File: src/hw/rtl/lfpf_pkg.sv
`timescale 1ns / 1ps

package lfpf_pkg;

    localparam int LINE_CAPACITY = 64;
    localparam int BYTE_W        = 8;
    localparam int LEN_W         = 6;
    localparam int PREFIX_LEN    = 13;

    localparam logic [BYTE_W-1:0] CH_LF = 8'h0A;
    localparam logic [BYTE_W-1:0] CH_CR = 8'h0D;

    // "+MQTTSUBRECV:"
    localparam logic [BYTE_W-1:0] PREFIX_TEXT [PREFIX_LEN] = '{
        8'h2B, 8'h4D, 8'h51, 8'h54, 8'h54, 8'h53, 8'h55,
        8'h42, 8'h52, 8'h45, 8'h43, 8'h56, 8'h3A
    };

endpackage

File: src/hw/rtl/line_framer_prefix_filter_top.sv
`timescale 1ns / 1ps
// line framer with prefix filter
// timing: an ordinary byte is written to the ram as it is accepted, while there is room; a terminator
//   that ends a matching line starts a ram read (S_FETCH), then S_LOAD loads the first word when the slot is free
// throughput: 1 input byte per cycle while collecting; each word is emitted by a ram read (S_FETCH), then an
//   output register load (S_LOAD), and input is stalled until the last word is loaded
// reset: rst_n asynchronous, active low; clears count, state and output valid, and sets the match flag

module line_framer_prefix_filter_top #(
    parameter int LINE_CAPACITY = lfpf_pkg::LINE_CAPACITY
) (
    input  logic                       clk,
    input  logic                       rst_n,
    input  logic                       in_valid,
    output logic                       in_stall,
    input  logic [lfpf_pkg::BYTE_W-1:0] rx_byte,
    output logic                       out_valid,
    input  logic                       out_stall,
    output logic [lfpf_pkg::BYTE_W-1:0] line_byte,
    output logic [lfpf_pkg::LEN_W-1:0]  line_length,
    output logic                       last_of_line
);

    localparam int CNT_W = $clog2(LINE_CAPACITY);
    localparam logic [CNT_W-1:0] STORE_LIMIT = CNT_W'(LINE_CAPACITY - 1);
    localparam logic [CNT_W-1:0] PREFIX_CNT  = CNT_W'(lfpf_pkg::PREFIX_LEN);

    typedef enum logic [2:0] {
        S_IDLE  = 3'b001,
        S_FETCH = 3'b010,
        S_LOAD  = 3'b100
    } state_t;

    state_t                      state_reg, state_next;
    logic [CNT_W-1:0]            count_reg, count_next;
    logic                        match_reg, match_next;
    logic [CNT_W-1:0]            len_reg, len_next;
    logic [CNT_W-1:0]            rd_ptr_reg, rd_ptr_next;
    logic                        valid_reg, valid_next;
    logic [lfpf_pkg::BYTE_W-1:0] byte_reg, byte_next;
    logic                        last_reg, last_next;
    logic [CNT_W-1:0]            olen_reg, olen_next;

    logic                        accept;
    logic                        is_term;
    logic                        mem_we;
    logic                        mem_re;
    logic [lfpf_pkg::BYTE_W-1:0] mem_rdata;
    logic                        slot_free;
    logic                        at_last;

    lfpf_ram #(
        .WIDTH (lfpf_pkg::BYTE_W),
        .DEPTH (LINE_CAPACITY)
    ) u_store (
        .clk   (clk),
        .we    (mem_we),
        .waddr (count_reg),
        .wdata (rx_byte),
        .re    (mem_re),
        .raddr (rd_ptr_reg),
        .rdata (mem_rdata)
    );

    assign in_stall  = (state_reg != S_IDLE);
    assign accept    = in_valid && (state_reg == S_IDLE);
    assign slot_free = !valid_reg || !out_stall;
    assign at_last   = (rd_ptr_reg == CNT_W'(len_reg - 1'b1));

    always_comb
    begin
        is_term     = rx_byte inside {lfpf_pkg::CH_LF, lfpf_pkg::CH_CR};
        state_next  = state_reg;
        count_next  = count_reg;
        match_next  = match_reg;
        len_next    = len_reg;
        rd_ptr_next = rd_ptr_reg;
        valid_next  = valid_reg && out_stall;
        byte_next   = byte_reg;
        last_next   = last_reg;
        olen_next   = olen_reg;
        mem_we      = 1'b0;
        mem_re      = 1'b0;

        case (state_reg)
            S_IDLE:
            begin
                if (accept)
                begin
                    if (is_term)
                    begin
                        if (count_reg != '0)
                        begin
                            if (match_reg && (count_reg >= PREFIX_CNT))
                            begin
                                len_next    = count_reg;
                                rd_ptr_next = '0;
                                state_next  = S_FETCH;
                            end
                            count_next = '0;
                            match_next = 1'b1;
                        end
                    end
                    else if (count_reg < STORE_LIMIT)
                    begin
                        mem_we     = 1'b1;
                        count_next = count_reg + 1'b1;
                        // prefix is checked as the first characters arrive
                        if ((count_reg < PREFIX_CNT) &&
                            (rx_byte != lfpf_pkg::PREFIX_TEXT[count_reg[3:0]]))
                        begin
                            match_next = 1'b0;
                        end
                    end
                end
            end
            S_FETCH:
            begin
                mem_re     = 1'b1;
                state_next = S_LOAD;
            end
            S_LOAD:
            begin
                // ram output holds until the next read, so waiting here is safe
                if (slot_free)
                begin
                    valid_next = 1'b1;
                    byte_next  = mem_rdata;
                    last_next  = at_last;
                    olen_next  = len_reg;
                    if (at_last)
                    begin
                        state_next = S_IDLE;
                    end
                    else
                    begin
                        rd_ptr_next = rd_ptr_reg + 1'b1;
                        state_next  = S_FETCH;
                    end
                end
            end
            default:
            begin
                state_next = S_IDLE;
            end
        endcase
    end

    always_ff @(posedge clk or negedge rst_n)
    begin
        if (!rst_n)
        begin
            state_reg <= S_IDLE;
            count_reg <= '0;
            match_reg <= 1'b1;
            valid_reg <= 1'b0;
        end
        else
        begin
            state_reg <= state_next;
            count_reg <= count_next;
            match_reg <= match_next;
            valid_reg <= valid_next;
        end
    end

    always_ff @(posedge clk)
    begin
        len_reg    <= len_next;
        rd_ptr_reg <= rd_ptr_next;
        byte_reg   <= byte_next;
        last_reg   <= last_next;
        olen_reg   <= olen_next;
    end

    assign out_valid    = valid_reg;
    assign line_byte    = byte_reg;
    assign line_length  = lfpf_pkg::LEN_W'(olen_reg);
    assign last_of_line = last_reg;

endmodule

File: src/hw/rtl/lfpf_ram.sv
`timescale 1ns / 1ps

module lfpf_ram #(
    parameter int WIDTH = 8,
    parameter int DEPTH = 64
) (
    input  logic                     clk,
    input  logic                     we,
    input  logic [$clog2(DEPTH)-1:0] waddr,
    input  logic [WIDTH-1:0]         wdata,
    input  logic                     re,
    input  logic [$clog2(DEPTH)-1:0] raddr,
    output logic [WIDTH-1:0]         rdata
);

    logic [WIDTH-1:0] mem [DEPTH];

    always_ff @(posedge clk)
    begin
        if (we)
        begin
            mem[waddr] <= wdata;
        end
        if (re)
        begin
            rdata <= mem[raddr];
        end
    end

endmodule

File: config.mk
export PLATFORM = sky130hd
export DESIGN_NAME = line_framer_prefix_filter_top
export DESIGN_NICKNAME = d
export VERILOG_FILES = /design/src/hw/rtl/lfpf_pkg.sv /design/src/hw/rtl/line_framer_prefix_filter_top.sv /design/src/hw/rtl/lfpf_ram.sv
export SDC_FILE = /design/constraint.sdc
export NUM_CORES = 1
export LEC_CHECK = 0
export ABC_AREA = 1
export BUFFER_PORTS_ARGS = -buffer_cell sky130_fd_sc_hd__buf_2
export CORE_ASPECT_RATIO = 0.7
export CORE_MARGIN = 10
export CORE_UTILIZATION = 63
export CTS_CLUSTER_SIZE = 10
export DETAILED_ROUTE_END_ITERATION = 6
export PLACE_DENSITY = 0.79
export SYNTH_ARGS = -nofsm -noshare
export SYNTH_HDL_FRONTEND = slang
export SYNTH_HIERARCHICAL = 1
export SYNTH_SLANG_ARGS = --single-unit
File: constraint.sdc
create_clock -name clk -period 4.1 [get_ports clk]
set_input_delay 0.615 -clock clk [delete_from_list [all_inputs] [get_ports clk]]
set_output_delay 0.615 -clock clk [all_outputs]
set_load 0.1 [all_outputs]
## Word-level counts from Yosys, hierarchy flattened

Memories as Yosys holds them, arrays and structs flattened. A register that Yosys moved wholly into a read port is not among the register bits.
Index checks and enable logic that the tools add are counted.

| word-level totals | value |
|---|---|
| memories kept | 2 |
| memory bits (read-only) | 128 |
| output and inout port bits | 17 |
| RAM bits | 512 |
| register bits | 38 |

Memories:

| memory | words | width | rd ports | clocked after Yosys merged registers in | write ports | line | text |
|---|---|---|---|---|---|---|---|
| u_store.mem | 64 | 8 | 1 | 1 | 1 | lfpf_ram.sv:16 | `logic [WIDTH-1:0] mem [DEPTH];` |
| (name not given) | 16 | 8 | 1 | 0 | 0 | line_framer_prefix_filter_top.sv:110 | `(rx_byte != lfpf_pkg::PREFIX_TEXT[count_reg[3:0]]))` |

| operators by class | value |
|---|---|
| $add $sub $neg | 3 |
| $lt $le $gt $ge | 4 |
| eq/ne operators | 15 |
| mux-type cells | 32 |
| bitwise operators | 1 |
| reduce and logical (&&, ||, !) cells | 18 |

Operators with widths:

| cell | number |
|---|---|
| 6-bit two-way mux | 9 |
| 8-bit by 4-bit equality test with 1-bit output (second input constant) | 2 |
| 8-bit two-way mux | 2 |
| 3-bit two-way mux | 5 |
| 5-bit AND reduction | 3 |
| 1-bit two-way mux | 13 |
| 6-bit by 1-bit adder with 6-bit output (second input constant) | 2 |
| 6-bit case mux with 2 select lines | 1 |
| 3-bit case mux with 3 select lines | 1 |
| 2-bit inequality test (second input constant) | 4 |
| 8-bit inequality test | 1 |
| 2-bit nonzero test | 4 |
| 7-bit AND reduction | 1 |
| 6-bit equality test | 1 |
| 6-bit by 4-bit >= comparator with 1-bit output (second input constant) | 1 |
| 6-bit by 4-bit less-than comparator with 1-bit output (second input constant) | 1 |
| 6-bit less-than comparator (second input constant) | 1 |
| 2-bit by 1-bit inequality test with 1-bit output (second input constant) | 3 |
| 6-bit nonzero test | 1 |
| 6-bit by 1-bit subtractor with 6-bit output (second input constant) | 1 |
| 5-bit >= comparator (second input constant) | 1 |
| 4-bit NOT with 5-bit output | 1 |
| 1-bit logical AND | 4 |
| 4-bit AND reduction | 1 |
| other kinds (8) | 9 |

## Logic depth before layout (Yosys ltp)

Gate-level depths: netlist (run 1).

| depth | value |
|---|---|
| depth in word-level cells | 9 |
| depth in mapped cells | 12 |

## Modules after synthesis

Netlist (run 1), hierarchy kept.

Modules (own cells, without submodules):

| module | area an instance (um^2) | sequential area each (um^2) | times used | cells each |
|---|---|---|---|---|
| lfpf_ram | 21,419.3 | 15,615.0 | 1 | 1,805 |
| line_framer_prefix_filter_top | 2,154.6 | 1,088.5 | 1 | 266 |

## Worst setup path before layout (run 1)

No wires, ideal clock.

| path | value |
|---|---|
| kind | flip-flop to flip-flop |
| start point | register state_reg[0] |
| end point | memory u_store.mem[48][0], enable pin |
| data arrival time | 2.573 ns |
| setup time | 0.395 ns |
| data required time | 3.705 ns |
| stages on the path, launching flop included | 10 |
| path slack | 1.133 ns |
| period minus slack after synthesis | 2.967 ns |
| path through | dfstp_2 -> inv_1 -> nor3_4 -> nand2_2 -> a21oi_2 -> nand2_2 -> inv_1 -> clkbuf_1 -> nand4_1 -> nor4_1 |

| on the way | value |
|---|---|
| longest elaborated chain between the ends | 6 |

Ends and longest elaborated chain:

| what | line | text |
|---|---|---|
| start, declared | line_framer_prefix_filter_top.sv:34 | `state_t state_reg, state_next;` |
| start signal, assigned | line_framer_prefix_filter_top.sv:160 | `state_reg <= state_next;` |
| 3-bit by 1-bit equality test with 1-bit output (*) | line_framer_prefix_filter_top.sv:66, line_framer_prefix_filter_top.sv:85 |  |
| 1-bit logical AND | line_framer_prefix_filter_top.sv:66 | `assign accept = in_valid && (state_reg == S_IDLE);` |
| 1-bit two-way mux | line_framer_prefix_filter_top.sv:88 | `if (accept)` |
| 1-bit two-way mux (*) | line_framer_prefix_filter_top.sv:85 | `case (state_reg)` |
| named net mem_we | line_framer_prefix_filter_top.sv:46 | `logic mem_we;` |
| 1-bit two-way mux (*) | lfpf_ram.sv:20 | `if (we)` |
| 1-bit two-way mux (not written as such) (*) | lfpf_ram.sv:22 | `mem[waddr] <= wdata;` |
| end, declared | lfpf_ram.sv:16 |  |

The timed path passes the listed nets; every way through them passes the cells marked *.

## Worst setup path after layout (run 1)

| path | value |
|---|---|
| start point | register count_reg[0] |
| end point | memory u_store.mem[57][7], enable pin |

| on the way | value |
|---|---|
| longest elaborated chain between the ends | 7 |

Ends and longest elaborated chain:

| what | line | text |
|---|---|---|
| start, declared | line_framer_prefix_filter_top.sv:35 | `logic [CNT_W-1:0] count_reg, count_next;` |
| start signal, assigned | line_framer_prefix_filter_top.sv:161 | `count_reg <= count_next;` |
| 6-bit less-than comparator | line_framer_prefix_filter_top.sv:104 | `else if (count_reg < STORE_LIMIT)` |
| 1-bit two-way mux | line_framer_prefix_filter_top.sv:104 |  |
| 1-bit two-way mux | line_framer_prefix_filter_top.sv:90 | `if (is_term)` |
| 1-bit two-way mux | line_framer_prefix_filter_top.sv:88 |  |
| 1-bit two-way mux | line_framer_prefix_filter_top.sv:85 |  |
| named net mem_we | line_framer_prefix_filter_top.sv:46 |  |
| 1-bit two-way mux | lfpf_ram.sv:20 |  |
| 1-bit two-way mux (not written as such) | lfpf_ram.sv:22 |  |

The timed path passes the listed nets, and every way through them passes these cells.

==> qor.txt, run 1 <==
Sequential fraction of the synthesis area - 70.9%
Synth Area per Inst - 11.4 sq um
Worst Tran Pin Value - 1.23 ns
Setup_tns - 0 ns
Max Slew Vio Count - 0
Core area - 37100 sq um
EDFF count, synth - 547
Biggest register - u_store/mem
List of most frequent post-synthesis cells - nand2_1 (730), edfxtp_1 (547), nand3_1 (465), nor2_1 (94), inv_1 (47)
Max reg flops - 512
Ys Warns - 6
1st-iter DRT viols - 2780
Worst Path Required - 4.33 ns
H-tree levels - 2
Clock group share of total power - 28.2%
Area growth, synth to finish - 9.23%
Synth Flop Type - edfxtp_1
Synth Cell Area - 23600 sq um
Worst slew margin - 17.7%
Distinct cell type count after synthesis - 34
Post-Place Cell Area - 24100 sq um
Switching Share - 37.1%
CP Launch Type - flip-flop
Placer Congestion - 0.935
Antenna Cells - 0
Filler Cell Count - 2480
IO Port Bufs - 28
Vias per inst - 6.33
Count of cells resized by post-cts repair - 0
GR Overflow Total - 0
Starting Density - 63.6%
Final WL - 60300 microns
Cells after Synth - 2071
Number of remaining DRC errors - 0
Hold buffers post-CTS - 1
First-pass GRT wire length - 91500 microns
RSZ-0062 raised after global routing - false
Clk buf depth - 3
Die Wd - 251 microns
Sequential power share - 40.0%
DR pass1 iterations - 6
Multiplexer area fraction after synthesis - 0%
P_int - 10.5 mW
Worst Min Path Start - out_stall
CP Class - reg -> reg
Max Cap Viol - 0
Setup violators final - 0
Compound-gate portion of the synthesized area - 0.366%
Layout cells sized above 1 - 8.38%
Clk root buf - clkbuf_16
Top-count cell post-synth - nand2_1
Worst R2R Start - count_reg[0]$_DFFE_PN0P_
R2r setup slk - 0.65 ns
Combinational fraction of design power - 31.9%
Synth top area cells - edfxtp_1 (70%), nand2_1 (12%), nand3_1 (9.9%)
Post-Synth XOR/XNOR Area - 0.223%
Worst IR drop on VDD - 0.000665 V
Vias in the first global route - 15.6k
Die ar. - 45700 sq um
I/O pin count - 29
Average wire per standard cell - 23.0 microns
Worst-path clk slew - 0.06 ns
Simple-gate share of the synthesized area - 23.9%
Final Cell Area - 25800 sq um
Worst hold path type - in -> reg
Final period util - 84.1%
Cells on Worst Hold Path - 3
Count of final hold-check violations - 0
Clock Skew - 0.0118 ns
Final #Nets - 2138
DP Wirelength - 34500 microns
WP data arrival - 3.67 ns
Psw - 6.23 mW
Synth Area in Adders - 0.318%
Hold endpoint - out_valid$_DFF_PN0_
Tmin final - 3.45 ns
Area leader, netlist - edfxtp_1
Outcome - finished, final reports clean
Clk Latency, worst-skew pair - 0.60 ns
Async set-or-reset flop fraction in the synthesized netlist - 1.97%
Row cnt - 59
Cells on worst reg2reg path - 9
Main combinational cell family by area after synthesis - simple AND/OR/NAND/NOR gates
Worst setup EP type - flip-flop
Clk sinks - 558
Post-CTS Setup Bufs - 0
Antenna-violating nets left - 0
CTS tree - built
CP max FO - 16
CTS Buf Count - 61
Initial antenna violation count - 1
Pin count of the biggest net entering global routing - 262
Leak pwr - 9.57 nW
Total GRT Usage - 26.1%
Pwr Density - 651 nW/um^2
Number of synthesized register bits - 558
Launch point of the critical path - count_reg[0]$_DFFE_PN0P_
Post-synth top area share - 69.7%
Syn_nets - 2089
Die height - 182 microns
Max frequency - 290 MHz
Critical R2R Capture - u_store/mem[57][7]$_DFFE_PP_
Via count - 16.6k
[logic make-up after synthesis]
| family | count (synthesis) |
|---|---|
| compound gates | 15 |
| simple gates | 1322 |
| fa+ha+maj | 6 |
| xor+xnor | 6 |
| flops | 558 |
| buf+inv | 164 |
[placed cells by master, fill, tap and decap left out, drive strengths merged]
master	n
nand4	13
a21oi	7
nor4	8
o31ai	1
inv	50
edfxtp	547
clkinv	1
o22ai	1
buf	100
xnor2	2
nand3	465
dlygate4sd3	1
or2	1
xor2	4
nor2	96
clkbuf	76
dfrtp	9
nand2	734
nand3b	1
nor3	3
and3	1
o21ai	6
dfstp	2
ha	6
[layout make-up]
| class | instances | area, sq um | share of cell area [%] |
|---|---|---|---|
| repair buffers | 101 | 753 | 2.93 |
| flip-flops and latches | 558 | 16700 | 64.9 |
| clock inverters | 2 | 12.5 | 0.0486 |
| inverters | 49 | 191 | 0.743 |
| multi-input cells | 1349 | 5850 | 22.7 |
| well taps | 488 | 611 | 2.37 |
| clock buffers | 76 | 1630 | 6.31 |
[power groups by stage]
stage	Sequential (mW)	Combinational [mW]	Clock (mW)
finish	6.71	5.34	4.72
global route	6.72	5.76	4.98
CTS	6.70	5.16	4.75
detailed placement	6.81	5.12	0
global placement	6.81	5.01	0
floorplan	6.96	3.67	0
[how the worst max path moves through the flow]
stage                                         to  slack [ns]
global placement     u_store/mem[9][6]$_DFFE_PP_        0.82
CTS                  u_store/mem[9][0]$_DFFE_PP_        0.73
global route         u_store/mem[9][4]$_DFFE_PP_        0.53
detailed placement   u_store/mem[9][0]$_DFFE_PP_        0.66
finish              u_store/mem[57][7]$_DFFE_PP_        0.65
floorplan           u_store/mem[48][0]$_DFFE_PP_        1.13
[metal layers]
layer  up-vias  wire [microns]  global-route usage (%)  share of wire, %
met5         -              21                       0             0.035
met4         4            1610                    7.59               2.7
met3       143            9020                    7.36                15
met2      1290           26700                    39.2                44
met1      7893           23000                    36.7                38
li1       7280               -                       -                 -
[worst max-delay path: stages, from the launching register on]
cell and delay, ns:
dfrtp_1 0.60, ha_1 0.36, nand2_1 0.10, nor2_1 0.05, a21oi_2 0.12, nand2_2 0.12
inv_1 0.25, nand4_1 0.49, buf_4 0.38, nor2_1 0.59
[per-stage QoR]
stage                     hold slack, ns  power [mW]  setup WS [ns]  std cells  util (%)
after floorplan                    0.319        10.6           1.13       2071         -
after global placement             0.406        11.8          0.819       2544      65.0
after detailed placement           0.406        11.9          0.657       2544      65.0
after CTS                          0.235        16.6          0.729       2623      69.5
after global routing               0.276        17.5          0.533       2623      69.5
final                              0.253        16.8          0.652       2623      69.5
Note: power is estimated with default switching activity, not from simulation.
==> inputs of run 2 (changes only) <==
==> constraint.sdc (replaced) <==
create_clock -name clk -period 3.4 [get_ports clk]
set_input_delay 0.51 -clock clk [delete_from_list [all_inputs] [get_ports clk]]
set_output_delay 0.51 -clock clk [all_outputs]
set_load 0.1 [all_outputs]
==> run 2 against run 1 <==
Against the previous run:
- the run now ends with DRC left
- die area stayed put
- setup slack worse by 0.29 ns
- core utilization decreased by 0.35 points
- sequential cell count unchanged
- clock power rose by 17%
- critical path depth did not move
- worst hold slack got worse by 0.088 ns
- cell area is 0.51% lower
- global-route usage fell by 0.99 points
- routed wire length decreased by 4.3%
- sequential power increased by 19%
- critical path type unchanged
- largest power group unchanged
==> qor.txt, run 2 (synthesis gave the netlist of run 1 again) <==
Setup_tns - 0 ns (unchanged)
I/O pin count - 29 (unchanged)
Die ar. - 45700 sq um (unchanged)
Starting Density - 63.6% (unchanged)
Worst hold path type - in -> reg
Final WL - 57800 microns (-4.3%)
Max reg flops - 512 (unchanged)
Worst setup EP type - flip-flop
Core area - 37100 sq um (unchanged)
Outcome - finished, violations left
Tmin final - 3.04 ns (-0.413 ns)
Total Power - 20.1 mW (+20%)
CTS Buf Count - 61 (unchanged)
Vias in the first global route - 15.9k (+1.7%)
Pin count of the biggest net entering global routing - 199 (-24%)
Leak pwr - 9.48 nW (-0.92%)
Final core occ - 69.1% (-0.35 points)
CP max FO - 10 (-6)
Via count - 16.4k (-1.4%)
Antenna-violating nets left - 0 (unchanged)
CP Launch Type - flip-flop
DP Wirelength - 33600 microns (-2.6%)
RSZ-0062 raised after global routing - false
Clk root buf - clkbuf_16
Worst-path clk slew - 0.06 ns (about the same)
H-tree levels - 2 (unchanged)
Worst slack at placement - 0.187 ns (-0.470 ns)
Max Slew Vio Count - 0 (unchanged)
Clock Skew - 0.00973 ns (-0.00211 ns)
Pwr Density - 783 nW/um^2 (+20%)
Layout cells sized above 1 - 7.82% (-0.56 points)
Setup violators final - 0 (unchanged)
Die height - 182 microns (unchanged)
First-pass GRT wire length - 89600 microns (-2.0%)
Clk sinks - 558 (unchanged)
WP data arrival - 3.25 ns (-0.42 ns)
Total GRT Usage - 25.1% (-0.99 points)
Average wire per standard cell - 22.1 microns (-3.9%)
Violated checks - DRC
Count of cells resized by post-cts repair - 0 (unchanged)
Area growth, synth to finish - 8.68%
Max frequency - 329 MHz (+14%)
Max Cap Viol - 0 (unchanged)
Worst slew margin - 29.7% (+12 points)
Row cnt - 59 (unchanged)
Biggest register - u_store/mem
Initial antenna violation count - 0 (-1)
Vias per inst - 6.27 (-0.92%)
Placer Congestion - 0.949 (+1.5%)
Clk Latency, worst-skew pair - 0.59 ns (about the same)
Final period util - 89.3% (+5.2 points)
Worst Tran Pin Value - 1.05 ns (-0.177 ns)
Final #Nets - 2128 (-0.47%)
Most frequent cells in the layout - nand2_1 (730), edfxtp_1 (547), nand3_1 (465)
1st-iter DRT viols - 2813 (+1.2%)
Die Wd - 251 microns (unchanged)
CP Class - reg -> reg
Number of remaining DRC errors - 1 (+1)
CTS tree - built
DR pass1 iterations - 7 (+1)
Worst IR drop on VDD - 0.000736 V (+11%)
Worst Path Required - 3.61 ns (-0.72 ns)
GR Overflow Total - 0 (unchanged)
Clk buf depth - 3 (unchanged)
Final setup margin - 0.365 ns (-0.287 ns)
Commonest non-fill, non-tap cell in the layout - nand2_1
Count of final hold-check violations - 0 (unchanged)
IO Port Bufs - 28 (unchanged)
## run 2: cell types whose count changed in the layout (fill, tap and decap cells not counted), sizes merged
| cell | previous run | this run |
|---|---|---|
| diode | 0 | 1 |
| inv | 50 | 49 |
| buf | 100 | 90 |
| clkbuf | 76 | 74 |
## run 2: path summary, 6_finish.rpt
kind,end,slack [ns],from,cells after the start
min in group asynchronous,state_reg[2]$_DFFE_PN0P_,0.33,rst_n,2
worst min register to register,line_byte[0]$_DFFE_PP_,0.42,u_store/rdata[0]$_DFFE_PP_,0
worst max-delay path,u_store/mem[41][1]$_DFFE_PP_,0.36,state_reg[0]$_DFFE_PN1P_,9
max in group asynchronous,state_reg[0]$_DFFE_PN1P_,2.80,rst_n,2
worst max register to register,u_store/mem[41][1]$_DFFE_PP_,0.36,state_reg[0]$_DFFE_PN1P_,9
worst min-delay path,out_valid$_DFF_PN0_,0.17,out_stall,3
## run 2: timing repair
action                                 in CTS  in global routing
buffers inserted                            0                  0
setup endpoints to repair                   0                  0
endpoints found under the hold margin       9                  0
hold buffers                                1                  0
## run 2: per-layer routing
metal	wire [microns]	up-vias	track usage [%]
met5	0	-	0
met4	1650	0	8.10
met3	8470	141	6.76
met2	25300	1198	37.0
met1	22300	7781	35.8
li1	-	7262	-
## run 2: cell type report
cell class	instances	area, sq um
inverters	49	191
flip-flops and latches	558	16700
multi-input cells	1349	5850
diodes	1	2.50
clock buffers	74	1580
fillers	2482	11400
repair buffers	91	678
well taps	488	611
clock inverters	1	3.75
## run 2: report_power, final
part	leakage [nW]	internal (mW)	total [mW]	switching, mW
registers	5.06	7.85	8.00	0.151
clock network	0.769	3.17	5.54	2.37
logic	3.66	1.64	6.53	4.89
total	9.48	12.7	20.1	7.41
## run 2: stage by stage
step / hold slack [ns] / area [sq um] / instances
2_1_floorplan: 0.214 / 23600 / 2071
4_1_cts: 0.152 / 25600 / 2610
3_5_place_dp: 0.391 / 24000 / 2534
6_report: 0.165 / 25600 / 2611
5_1_grt: 0.176 / 25600 / 2610
3_3_place_gp: 0.389 / 24000 / 2534
## run 2: worst max-delay path: stages (launching register included)
cell and delay (ns):
dfstp_2 0.53, inv_1 0.08, nor3_4 0.16, nand2_2 0.07, a21oi_2 0.12, nand2_2 0.12
inv_1 0.28, nand4_1 0.47, buf_4 0.33, nor2_1 0.51
